File: config.mk
export PLATFORM = sky130hd
export DESIGN_NAME = rational_arithmetic_unit_top
export DESIGN_NICKNAME = d
export VERILOG_FILES = /design/src/hdl/rau_pkg.sv /design/src/hdl/rau_divider.sv /design/src/hdl/rational_arithmetic_unit_top.sv
export SDC_FILE = /design/constraint.sdc
export NUM_CORES = 2
export LEC_CHECK = 0
export BUFFER_PORTS_ARGS = -buffer_cell sky130_fd_sc_hd__buf_2
export CAP_MARGIN = 10
export CORE_MARGIN = 1.5
export CORE_UTILIZATION = 29
export CTS_BUF_LIST = sky130_fd_sc_hd__clkbuf_16
export DETAILED_ROUTE_END_ITERATION = 7
export PLACE_DENSITY = 0.54
export SYNTH_ARGS = -nofsm -noshare
export SYNTH_HDL_FRONTEND = slang
export SYNTH_SLANG_ARGS = --single-unit
File: constraint.sdc
create_clock -name clk -period 14.9 [get_ports clk]
set_clock_uncertainty 0.2 [all_clocks]
set_input_delay 4.47 -clock clk [delete_from_list [all_inputs] [get_ports clk]]
set_output_delay 4.47 -clock clk [all_outputs]
set_load 0.005 [all_outputs]
File: src/hdl/rau_pkg.sv
// Package: widths, operation codes and shared helpers for the rational arithmetic unit.
`timescale 1ns / 1ps
package rau_pkg;
  localparam int WORD_BITS = 32;
  localparam int EXP_BITS  = 16;
  localparam int FUNC_BITS = 3;
  localparam int CNT_BITS  = $clog2(WORD_BITS + 1);

  typedef logic [WORD_BITS-1:0] word_t;
  typedef logic [EXP_BITS-1:0]  exp_t;

  typedef enum logic [FUNC_BITS-1:0] {
    FN_ADD = 3'd0,
    FN_SUB = 3'd1,
    FN_MUL = 3'd2,
    FN_DIV = 3'd3,
    FN_ABS = 3'd4,
    FN_POW = 3'd5
  } func_t;

  // Divider request and status between the sequencer and the divider.
  typedef struct packed {
    logic  start;
    word_t dividend;
    word_t divisor;
  } div_req_t;

  typedef struct packed {
    logic  done;
    word_t quot;
    word_t rem;
  } div_rsp_t;

  function automatic word_t mag(input word_t v);
    mag = v[WORD_BITS-1] ? (~v + word_t'(1)) : v;
  endfunction
endpackage

File: src/hdl/rau_divider.sv
// Radix-2 restoring divider: one quotient bit per cycle.
`timescale 1ns / 1ps
module rau_divider (
  input  logic              clk,
  input  logic              rst_n,
  input  rau_pkg::div_req_t req,
  output rau_pkg::div_rsp_t rsp
);
  localparam int W = rau_pkg::WORD_BITS;

  logic                      busy_r, busy_nxt;
  logic [rau_pkg::CNT_BITS-1:0] cnt_r, cnt_nxt;
  rau_pkg::word_t            q_r, q_nxt, d_r, d_nxt;
  logic [W:0]                rem_r, rem_nxt;
  logic                      done_r, done_nxt;
  logic [W:0]                trial;

  always_comb begin
    busy_nxt = busy_r;
    cnt_nxt  = cnt_r;
    q_nxt    = q_r;
    d_nxt    = d_r;
    rem_nxt  = rem_r;
    done_nxt = 1'b0;
    trial    = {rem_r[W-1:0], q_r[W-1]} - {1'b0, d_r};
    if (req.start) begin
      busy_nxt = 1'b1;
      cnt_nxt  = rau_pkg::CNT_BITS'(W);
      q_nxt    = req.dividend;
      d_nxt    = req.divisor;
      rem_nxt  = '0;
    end else if (busy_r) begin
      // shift in the next dividend bit, subtract when it fits
      if (!trial[W]) begin
        rem_nxt = trial;
        q_nxt   = {q_r[W-2:0], 1'b1};
      end else begin
        rem_nxt = {rem_r[W-1:0], q_r[W-1]};
        q_nxt   = {q_r[W-2:0], 1'b0};
      end
      cnt_nxt = cnt_r - 1'b1;
      if (cnt_r == rau_pkg::CNT_BITS'(1)) begin
        busy_nxt = 1'b0;
        done_nxt = 1'b1;
      end
    end
  end

  always_ff @(posedge clk) begin
    if (!rst_n) begin
      busy_r <= 1'b0;
      done_r <= 1'b0;
      cnt_r  <= '0;
    end else begin
      busy_r <= busy_nxt;
      done_r <= done_nxt;
      cnt_r  <= cnt_nxt;
    end
    q_r   <= q_nxt;
    d_r   <= d_nxt;
    rem_r <= rem_nxt;
  end

  assign rsp.done = done_r;
  assign rsp.quot = q_r;
  assign rsp.rem  = rem_r[W-1:0];

  assert property (@(posedge clk) disable iff (!rst_n) done_r |-> !busy_r)
    else $error("divider done while busy");
  assert property (@(posedge clk) disable iff (!rst_n) req.start |=> busy_r)
    else $error("divider did not start");
  assert property (@(posedge clk) disable iff (!rst_n)
    busy_r && cnt_r == rau_pkg::CNT_BITS'(1) |=> done_r)
    else $error("divider missed done");
endmodule

File: src/hdl/rational_arithmetic_unit_top.sv
// Top level: sequencer for rational add/sub/mul/div/abs/power with gcd reduction.
`timescale 1ns / 1ps
//  channel | ports                                         | dir
//  in      | in_valid in_ready in_func in_a_num in_a_den    | in
//          | in_b_num in_b_den in_power                     |
//  out     | out_valid out_ready out_res_num out_res_den    | out
//          | out_zero_over_zero                             |
// One request at a time; in_ready is low from accept until the result is taken.
// Add, subtract, multiply and divide form their products in S_M0, S_M1 and S_M2 (one shared
// 32x32 multiplier, low word kept) before the reduction starts.
// A reduction runs Euclid on the shared radix-2 divider: a start state (S_RED), one divider
// run per remainder step (S_GCD), then one run each for the two quotients (S_QN, S_QD).
// A nonzero power reduces the base once, then repeats multiply-and-reduce |power| times.
// Reset (synchronous, rst_n low) clears the sequencer and out_valid; a stalled
// out_ready holds the result and no new request is taken meanwhile.
module rational_arithmetic_unit_top (
  input  logic                             clk,
  input  logic                             rst_n,
  input  logic                             in_valid,
  output logic                             in_ready,
  input  logic [rau_pkg::FUNC_BITS-1:0]    in_func,
  input  logic signed [rau_pkg::WORD_BITS-1:0] in_a_num,
  input  logic signed [rau_pkg::WORD_BITS-1:0] in_a_den,
  input  logic signed [rau_pkg::WORD_BITS-1:0] in_b_num,
  input  logic signed [rau_pkg::WORD_BITS-1:0] in_b_den,
  input  logic signed [rau_pkg::EXP_BITS-1:0]  in_power,
  output logic                             out_valid,
  input  logic                             out_ready,
  output logic signed [rau_pkg::WORD_BITS-1:0] out_res_num,
  output logic signed [rau_pkg::WORD_BITS-1:0] out_res_den,
  output logic                             out_zero_over_zero
);
  localparam int W = rau_pkg::WORD_BITS;
  localparam int E = rau_pkg::EXP_BITS;

  typedef enum logic [9:0] {
    S_IDLE = 10'b0000000001,
    S_M0   = 10'b0000000010, // an*bd, or an*bn for multiply and power
    S_M1   = 10'b0000000100, // bn*ad
    S_M2   = 10'b0000001000, // den product, form reduce inputs
    S_RED  = 10'b0000010000, // start reduction
    S_GCD  = 10'b0000100000, // Euclid step through divider
    S_QN   = 10'b0001000000, // nmag / g
    S_QD   = 10'b0010000000, // dmag / g
    S_FIN  = 10'b0100000000, // reduction done: power bookkeeping
    S_DONE = 10'b1000000000
  } state_t;

  state_t                        state_r, state_nxt;
  logic [rau_pkg::FUNC_BITS-1:0] func_r, func_nxt;
  // operands; for power an/ad hold the running product and bn/bd the base
  rau_pkg::word_t an_r, ad_r, bn_r, bd_r;
  rau_pkg::word_t an_nxt, ad_nxt, bn_nxt, bd_nxt;
  rau_pkg::word_t p0_r, p0_nxt, p1_r, p1_nxt;
  // reduction operands: magnitudes and signs
  rau_pkg::word_t nmag_r, nmag_nxt, dmag_r, dmag_nxt;
  logic           nneg_r, nneg_nxt, dneg_r, dneg_nxt;
  rau_pkg::word_t gx_r, gx_nxt, gy_r, gy_nxt, qn_r, qn_nxt;
  rau_pkg::exp_t  cnt_r, cnt_nxt;    // power: multiplies left
  logic           base_r, base_nxt;  // current reduction is the power base
  logic           negpw_r, negpw_nxt;
  logic           zz_r, zz_nxt;
  rau_pkg::word_t rn_r, rn_nxt, rd_r, rd_nxt;
  logic           ov_r, ov_nxt;
  rau_pkg::div_req_t dreq;
  rau_pkg::div_rsp_t drsp;
  rau_pkg::word_t mul_x, mul_y, mul_p, num_w;
  rau_pkg::exp_t  pw;

  rau_divider u_div (.clk(clk), .rst_n(rst_n), .req(dreq), .rsp(drsp));

  // single shared multiplier, low word kept
  assign mul_p = rau_pkg::word_t'(mul_x * mul_y);
  assign pw    = in_power;

  assign in_ready = (state_r == S_IDLE) && !ov_r;

  always_comb begin
    state_nxt = state_r;  func_nxt = func_r;
    an_nxt = an_r; ad_nxt = ad_r; bn_nxt = bn_r; bd_nxt = bd_r;
    p0_nxt = p0_r; p1_nxt = p1_r;
    nmag_nxt = nmag_r; dmag_nxt = dmag_r; nneg_nxt = nneg_r; dneg_nxt = dneg_r;
    gx_nxt = gx_r; gy_nxt = gy_r; qn_nxt = qn_r;
    cnt_nxt = cnt_r; base_nxt = base_r; negpw_nxt = negpw_r;
    zz_nxt = zz_r; rn_nxt = rn_r; rd_nxt = rd_r; ov_nxt = ov_r;
    mul_x = an_r; mul_y = bd_r; num_w = p0_r;
    dreq.start = 1'b0; dreq.dividend = gx_r; dreq.divisor = gy_r;
    if (ov_r && out_ready) ov_nxt = 1'b0;
    unique case (state_r)
      S_IDLE: begin
        if (in_valid && in_ready) begin
          func_nxt = in_func;
          an_nxt = in_a_num; ad_nxt = in_a_den;
          bn_nxt = in_b_num; bd_nxt = in_b_den;
          zz_nxt = 1'b0; base_nxt = 1'b0;
          negpw_nxt = pw[E-1];
          // most negative exponent negates to itself, read as unsigned
          cnt_nxt = pw[E-1] ? (rau_pkg::exp_t'(0) - pw) : pw;
          state_nxt = S_DONE;
          unique case (in_func)
            rau_pkg::FN_ADD, rau_pkg::FN_SUB, rau_pkg::FN_MUL, rau_pkg::FN_DIV: begin
              state_nxt = S_M0;
            end
            rau_pkg::FN_ABS: begin
              nneg_nxt = 1'b0; dneg_nxt = 1'b0;
              nmag_nxt = rau_pkg::mag(in_a_num); dmag_nxt = rau_pkg::mag(in_a_den);
              state_nxt = S_RED;
            end
            rau_pkg::FN_POW: begin
              if (pw == '0) begin
                rn_nxt = rau_pkg::word_t'(1); rd_nxt = rau_pkg::word_t'(1);
              end else begin
                base_nxt = 1'b1;
                nneg_nxt = in_a_num[W-1]; nmag_nxt = rau_pkg::mag(in_a_num);
                dneg_nxt = in_a_den[W-1]; dmag_nxt = rau_pkg::mag(in_a_den);
                state_nxt = S_RED;
              end
            end
            default: begin
              rn_nxt = '0; rd_nxt = '0;
            end
          endcase
        end
      end
      S_M0: begin
        mul_x = an_r;
        mul_y = (func_r == rau_pkg::FN_MUL || func_r == rau_pkg::FN_POW) ? bn_r : bd_r;
        p0_nxt = mul_p;
        state_nxt = S_M1;
      end
      S_M1: begin
        mul_x = bn_r; mul_y = ad_r;
        p1_nxt = mul_p;
        state_nxt = S_M2;
      end
      S_M2: begin
        mul_x = ad_r;
        mul_y = (func_r == rau_pkg::FN_DIV) ? bn_r : bd_r;
        unique case (func_r)
          rau_pkg::FN_ADD: num_w = p0_r + p1_r;
          rau_pkg::FN_SUB: num_w = p0_r - p1_r;
          default:         num_w = p0_r;
        endcase
        nneg_nxt = num_w[W-1]; nmag_nxt = rau_pkg::mag(num_w);
        dneg_nxt = mul_p[W-1]; dmag_nxt = rau_pkg::mag(mul_p);
        state_nxt = S_RED;
      end
      S_RED: begin
        gx_nxt = nmag_r; gy_nxt = dmag_r;
        state_nxt = S_GCD;
        if (dmag_r != '0) begin
          dreq.start = 1'b1; dreq.dividend = nmag_r; dreq.divisor = dmag_r;
        end
      end
      S_GCD: begin
        // gx holds x, gy holds y; step only while y is nonzero
        if (gy_r == '0) begin
          if (gx_r == '0) begin
            zz_nxt = 1'b1;
            rn_nxt = '0; rd_nxt = '0;
            state_nxt = S_FIN;
          end else begin
            dreq.start = 1'b1; dreq.dividend = nmag_r; dreq.divisor = gx_r;
            state_nxt = S_QN;
          end
        end else if (drsp.done) begin
          gx_nxt = gy_r; gy_nxt = drsp.rem;
          if (drsp.rem != '0) begin
            dreq.start = 1'b1; dreq.dividend = gy_r; dreq.divisor = drsp.rem;
          end
        end
      end
      S_QN: begin
        if (drsp.done) begin
          qn_nxt = drsp.quot;
          dreq.start = 1'b1; dreq.dividend = dmag_r; dreq.divisor = gx_r;
          state_nxt = S_QD;
        end
      end
      S_QD: begin
        if (drsp.done) begin
          rn_nxt = (nneg_r ^ dneg_r) ? (rau_pkg::word_t'(0) - qn_r) : qn_r;
          rd_nxt = drsp.quot;
          state_nxt = S_FIN;
        end
      end
      S_FIN: begin
        priority if (func_r != rau_pkg::FN_POW) begin
          state_nxt = S_DONE;
        end else if (base_r) begin
          // reduced base, swapped for a negative exponent; start from 1/1
          base_nxt = 1'b0;
          an_nxt = rau_pkg::word_t'(1); ad_nxt = rau_pkg::word_t'(1);
          bn_nxt = negpw_r ? rd_r : rn_r;
          bd_nxt = negpw_r ? rn_r : rd_r;
          state_nxt = S_M0;
        end else begin
          an_nxt = rn_r; ad_nxt = rd_r;
          cnt_nxt = cnt_r - rau_pkg::exp_t'(1);
          state_nxt = (cnt_r == rau_pkg::exp_t'(1)) ? S_DONE : S_M0;
        end
      end
      S_DONE: begin
        ov_nxt = 1'b1;
        state_nxt = S_IDLE;
      end
      default: state_nxt = S_IDLE;
    endcase
  end

  always_ff @(posedge clk) begin
    if (!rst_n) begin
      state_r <= S_IDLE;
      ov_r    <= 1'b0;
    end else begin
      state_r <= state_nxt;
      ov_r    <= ov_nxt;
    end
    func_r <= func_nxt; negpw_r <= negpw_nxt;
    an_r <= an_nxt; ad_r <= ad_nxt; bn_r <= bn_nxt; bd_r <= bd_nxt;
    p0_r <= p0_nxt; p1_r <= p1_nxt;
    nmag_r <= nmag_nxt; dmag_r <= dmag_nxt; nneg_r <= nneg_nxt; dneg_r <= dneg_nxt;
    gx_r <= gx_nxt; gy_r <= gy_nxt; qn_r <= qn_nxt;
    cnt_r <= cnt_nxt; base_r <= base_nxt;
    zz_r <= zz_nxt; rn_r <= rn_nxt; rd_r <= rd_nxt;
  end

  assign out_valid          = ov_r;
  assign out_res_num        = rn_r;
  assign out_res_den        = rd_r;
  assign out_zero_over_zero = zz_r;

  assert property (@(posedge clk) disable iff (!rst_n) out_valid |-> !in_ready)
    else $error("input taken while result pending");
  assert property (@(posedge clk) disable iff (!rst_n)
    in_valid && in_ready |=> state_r != S_IDLE)
    else $error("request accepted without start");
  assert property (@(posedge clk) disable iff (!rst_n)
    out_valid && !out_ready |=> out_valid && $stable(out_res_num))
    else $error("result dropped under stall");
endmodule

# == Word-level counts from Yosys, hierarchy flattened ==
# Index checks and enable logic that the tools add are counted.
# word_totals
reg_bits,555
out_inout_bits,67
# classes
mul,1
muxes,104
n_reduce_logical,33
add_sub_neg,11
n_bitwise,7
eq_ne,36
# ops
op,count
2-to-1 mux 32 bit,39
case mux 32 bit (2 select lines),13
2-to-1 mux 65 bit,6
case mux 32 bit (3 select lines),3
case mux 65 bit (3 select lines),1
adder 32 x 1 -> 32 bit (second input constant),4
NOT 32 bit,4
case mux 10 bit (9 select lines),1
2-to-1 mux 10 bit,8
zero test 32 bit,2
2-to-1 mux 16 bit,4
nonzero test 32 bit,2
subtractor 33 x 32 -> 33 bit,1
adder 32 bit,1
multiplier 32 x 32 -> 32 bit,1
case mux 16 bit (2 select lines),1
subtractor 1 x 32 -> 32 bit (first input constant),1
subtractor 32 bit,1
case mux 10 bit (3 select lines),1
AND reduction 4 bit,5
2-to-1 mux 1 bit,18
equality test 16 x 1 -> 1 bit (second input constant),1
zero test 16 bit,1
subtractor 1 x 16 -> 16 bit (first input constant),1
38 further kinds,72

# == Logic depth before layout (Yosys ltp) ==
# depth
ltp_word,9
depth_mapped,45
depth_no_buf,37

# == By module ==
# A second synthesis with hierarchy kept.
# hier_totals
cells_unflattened,5282
hier_area_um2,50173.1
# modules_own_cells
mod,area_per_inst_um2,cells_per_inst,seq_area_each_um2,n_inst
rational_arithmetic_unit_top,44148.6,4690,13432.9,1
rau_divider,6024.5,592,2722.6,1

# == Worst setup path before layout ==
# Ideal clock, no wire load.
# synth_path
kind,input to register
from,input in_power[8] (netlist name)
to,"register rd_r[0] (netlist: out_res_den[0]), enable pin"
setup_slack_ps,3236
setup_ps,601
arrival_time_ps,10863
cell_stages,6
cell_sequence,or4_1 -> or4_1 -> nor3_1 -> a21oi_1 -> nand3b_1 -> a311oi_1
# synth_between
elab_chain_len,3
# synth_lines
element,line_no,source
"start, declared",rational_arithmetic_unit_top.sv:26,"input logic signed [rau_pkg::EXP_BITS-1:0] in_power,"
zero test 16 bit,rational_arithmetic_unit_top.sv:110,if (pw == '0) begin
!= test 3 bit (no source line),n/a,
AND reduction 7 bit (no source line),n/a,
"end signal, assigned",rational_arithmetic_unit_top.sv:225,zz_r <= zz_nxt; rn_r <= rn_nxt; rd_r <= rd_nxt;
"end, declared",rational_arithmetic_unit_top.sv:63,"rau_pkg::word_t rn_r, rn_nxt, rd_r, rd_nxt;"
# Every way passes these cells.
# A chain may end at the register's enable or synchronous reset.

# == Worst setup path after layout ==
# layout_path
from,register state_r[4]
to,"register dmag_r[7], data pin"
# layout_between
elab_chain_len,7
elab_cells_between_ends,11
classes_between,1 x add/sub; 1 x mul; 4 x eq/ne; 4 x mux; 1 x bitwise
# layout_lines
element,line_no,source
"start, declared",rational_arithmetic_unit_top.sv:49,"state_t state_r, state_nxt;"
"start signal, assigned",rational_arithmetic_unit_top.sv:216,state_r <= state_nxt;
equality test 10 x 4 -> 1 bit (tied with other cells),rational_arithmetic_unit_top.sv:89,unique case (state_r)
case mux 32 bit (3 select lines) / case mux 32 bit (2 select lines) (equally long branches),rational_arithmetic_unit_top.sv:89,
multiplier 32 x 32 -> 32 bit,rational_arithmetic_unit_top.sv:73,assign mul_p = rau_pkg::word_t'(mul_x * mul_y);
NOT 32 bit,rau_pkg.sv:35,mag = v[WORD_BITS-1] ? (~v + word_t'(1)) : v;
adder 32 x 1 -> 32 bit,rau_pkg.sv:35,
2-to-1 mux 32 bit,rau_pkg.sv:35,
case mux 32 bit (2 select lines) (*),rational_arithmetic_unit_top.sv:89,
via dmag_nxt[7],rational_arithmetic_unit_top.sv:56,"rau_pkg::word_t nmag_r, nmag_nxt, dmag_r, dmag_nxt;"
"end signal, assigned",rational_arithmetic_unit_top.sv:222,nmag_r <= nmag_nxt; dmag_r <= dmag_nxt; nneg_r <= nneg_nxt; dneg_r <= dneg_nxt;
"end, declared",rational_arithmetic_unit_top.sv:56,
# Mark *: on every way through the listed nets, which the timed path passes. The rest lies on a longest branch.

==> reports/qor.csv <==
stage,metric,value,unit
outcome,outcome,finished with violations,
outcome,failing checks,DRC,
global_routing,largest net degree at the start of global routing,201,
sta,fin. max-slew vios,0,
sta,worst slew pin tran,1.44,ns
yosys,syn avg cell area,9.26,um2
setup_path,CP Class,flip-flop to flip-flop,
sta,setup TNS,0,ns
yosys,Cell variety after synth,95,
placed_design,HPWL after detailed placement,156000,um
detailed_routing,Vias,41300,
sta,"Period Utilization, post-route",0.794,
detailed_routing,routed wire length per instance,26.1,um
clocking,Clock Path Buffers,3,
placed_design,RePlAce Congestion,0.955,
yosys,"Top FF cell, synth",edfxtp_1,
yosys,synthesized area,48900,um2
flow_run,Max Cap Viol,0,
sta,normalized max-slew margin,0.0375,
setup_path,Critical Path AT,12.01,ns
detailed_routing,drt first-iter violations,5287,
global_routing,grt ovf,0,
detailed_routing,Detailed Route WL,200000,um
detailed_routing,DRC violations left,2,
clocking,PostCTS Resize Cnt,0,
floorplan,Horiz. Die Dim,413,um
yosys,warnings from Yosys,0,
clocking,Clock Pin Slew Worst Setup and Hold Paths,0.07,ns
yosys,fraction of synthesis flops using an asynchronous set or reset pin,0,
floorplan,Core Rows,150,
clocking,total CTS buffers,60,
yosys,Post-synth EDFFs,504,
yosys,Syn Nets,6038,
layout,"commonest non-fill, non-tap cell in the layout",nand2_1,
clocking,clk sink count,555,
global_routing,number of global-route vias before repair,39800,
layout,share of cells above drive strength 1,0.0865,
yosys,post-synthesis sequential area ratio,0.331,
sta,RSZ-0062 raised after global routing,false,
setup_path,Setup crit start kind,flip-flop,
yosys,post-synthesis register bit count,555,
sta,achievable clock frequency,84.5,MHz
global_routing,antenna violations before repair,25,
floorplan,DIE AREA,171000,um2
global_routing,global-route wire length before repair,284000,um
setup_path,crit-path max FO,64,
detailed_routing,Final ANT Viol Nets,0,
clocking,clock latency on the worst-skew pair,0.67,ns
clocking,CTS H-tree lvls,2,
sta,endpoints failing hold,0,
global_routing,Total GRT Usage,0.229,
hold_path,Hold WC Path Type,flip-flop to flip-flop,
layout,Syn-to-layout area delta,11.8,%
setup_path,crit end category,flip-flop,
setup_path,Required @ worst endpoint,15.07,ns
detailed_routing,drt via density,5.38,
yosys,Post-Syn Instances,5280,
hold_path,worst hold stages,0,
sta,Finish-stage setup viols,0,
clocking,cts hold-fix bufs,0,
setup_path,"Largest stage delay, worst path",0.88,ns
layout,most frequent cells in the layout,"nand2_1 (1010), inv_1 (546), edfxtp_1 (504), nor2_1 (463), fa_1 (410)",
floorplan,Core ar.,167000,um2
clocking,clock tree from TritonCTS,built,
clocking,Root Buffer,clkbuf_16,
setup_path,Worst path most repeated cell,fa_1,
detailed_routing,drt pass-1 iters,8,
sta,"Min Clock Period, post-route",11.83,ns
layout,final net count,6165,
floorplan,Die H,413,um
floorplan,initial core utilization,0.292,
placed_design,number of I/O port buffers,217,
setup_path,r2r worst-path depth,35,
clocking,postcts setup bufs,0,
floorplan,Ports,218,
setup_path,CP max-delay cell,a21boi_0,
==> kinds of logic (layout without fill, tap and decap cells) <==
logic type               after synthesis  in the layout  share of synthesized area
other                                  0             13                          0
XOR/XNOR                             312            312                     0.0590
AND/OR/NAND/NOR                     2010           2010                      0.184
multiplexers                         119            119                     0.0247
adder cells (fa/ha/maj)              607            607                      0.218
flip-flops                           555            555                      0.331
AO/OA/AOI/OAI                        899            899                      0.122
buffers and inverters                778            954                     0.0618
==> worst paths after layout <==
| kind | from | endpoint | slack (ns) |
|---|---|---|---|
| min reg2reg | u_div.q_r[31] | qn_r[31] | 0.25 |
| max | state_r[4] | dmag_r[7] | 3.07 |
| max reg2reg | state_r[4] | dmag_r[7] | 3.07 |
| min | u_div.q_r[31] | qn_r[31] | 0.25 |
==> worst max-delay path: cells and delay by family, from the launching register on <==
kind	cells	cell delay [ns]
AOI/OAI and AO/OA	8	2.53
xor gates and xnor gates	2	0.73
adders and majority gates	9	4.38
buffers and inverters	8	0.90
DFF	1	0.43
muxes	1	0.36
and+or+nand+nor	7	1.97
==> routing by layer <==
| layer | global-route usage | share of wire | wire (um) |
|---|---|---|---|
| met1 | 0.311 | 0.42 | 83500 |
| met2 | 0.352 | 0.44 | 88000 |
| met3 | 0.0395 | 0.087 | 17500 |
| met4 | 0.112 | 0.054 | 10900 |
| met5 | 0 | 0.00031 | 62 |
==> cells in the mapped netlist, types with 10 or more instances <==
master	count	area (um2)
edfxtp_1	504	15100
or2_2	13	81.3
and2_1	90	563
fa_1	410	8210
or3_1	38	238
nand3_1	35	175
o22ai_1	10	62.6
o31ai_1	52	390
and3_1	19	119
a21boi_0	22	165
a31oi_1	19	119
nor3b_1	13	97.6
o21bai_1	13	97.6
xor2_1	88	771
or4_1	24	180
a21o_1	47	353
o21a_1	28	210
buf_2	26	130
a21boi_1	10	75.1
nor2b_1	19	119
ha_1	197	2460
nor3_1	66	330
o21ai_0	239	1200
nor2_1	468	1760
xnor2_1	213	1870
nand4_1	25	156
o41ai_1	15	131
inv_1	533	2000
nor4_1	58	363
nand2_1	1011	3790
clkbuf_1	197	739
a22oi_1	51	383
a21oi_1	205	1030
mux2i_1	109	1090
a222oi_1	67	671
a211oi_1	15	113
nand3b_1	74	556
dfxtp_1	51	1020
nand2b_1	31	194
==> state kept, by name, indices dropped and copies added (netlist names), 3 cells and up <==
name,flops
p1_r,32
u_div.q_r,32
bn_r,32
gy_r,32
gx_r,32
dmag_r,32
p0_r,32
qn_r,32
state_r,10
cnt_r,16
ad_r,32
out_res_den,32
bd_r,32
u_div.rem_r,32
out_res_num,32
u_div.cnt_r,6
u_div.d_r,32
nmag_r,32
an_r,32
func_r,3
==> through the flow <==
stage | cells | setup slack [ns] | util | hold WS [ns] | cell area (um2)
after floorplan | 5280 | 3.24 | - | 0.226 | 48900
after global placement | 7548 | 3.41 | 0.314 | 0.237 | 52500
after detailed placement | 7548 | 3.19 | 0.314 | 0.236 | 52500
final | 7673 | 3.07 | 0.327 | 0.253 | 54600
after global routing | 7664 | 2.40 | 0.326 | 0.274 | 54600
after CTS | 7659 | 3.19 | 0.326 | 0.251 | 54600
==> cell type report <==
type | count | area (um2)
fill | 17300 | 113000
multi-input combinational | 3947 | 29800
sequential | 555 | 16200
tap | 2204 | 2760
inverter | 534 | 2000
timing repair buffer | 309 | 1790
clock buffer | 61 | 1530
clock inverter | 50 | 499
antenna | 13 | 32.5
Power is not shown: default switching activity piles up to over one toggle a cycle in this logic, so the estimate is an artifact.
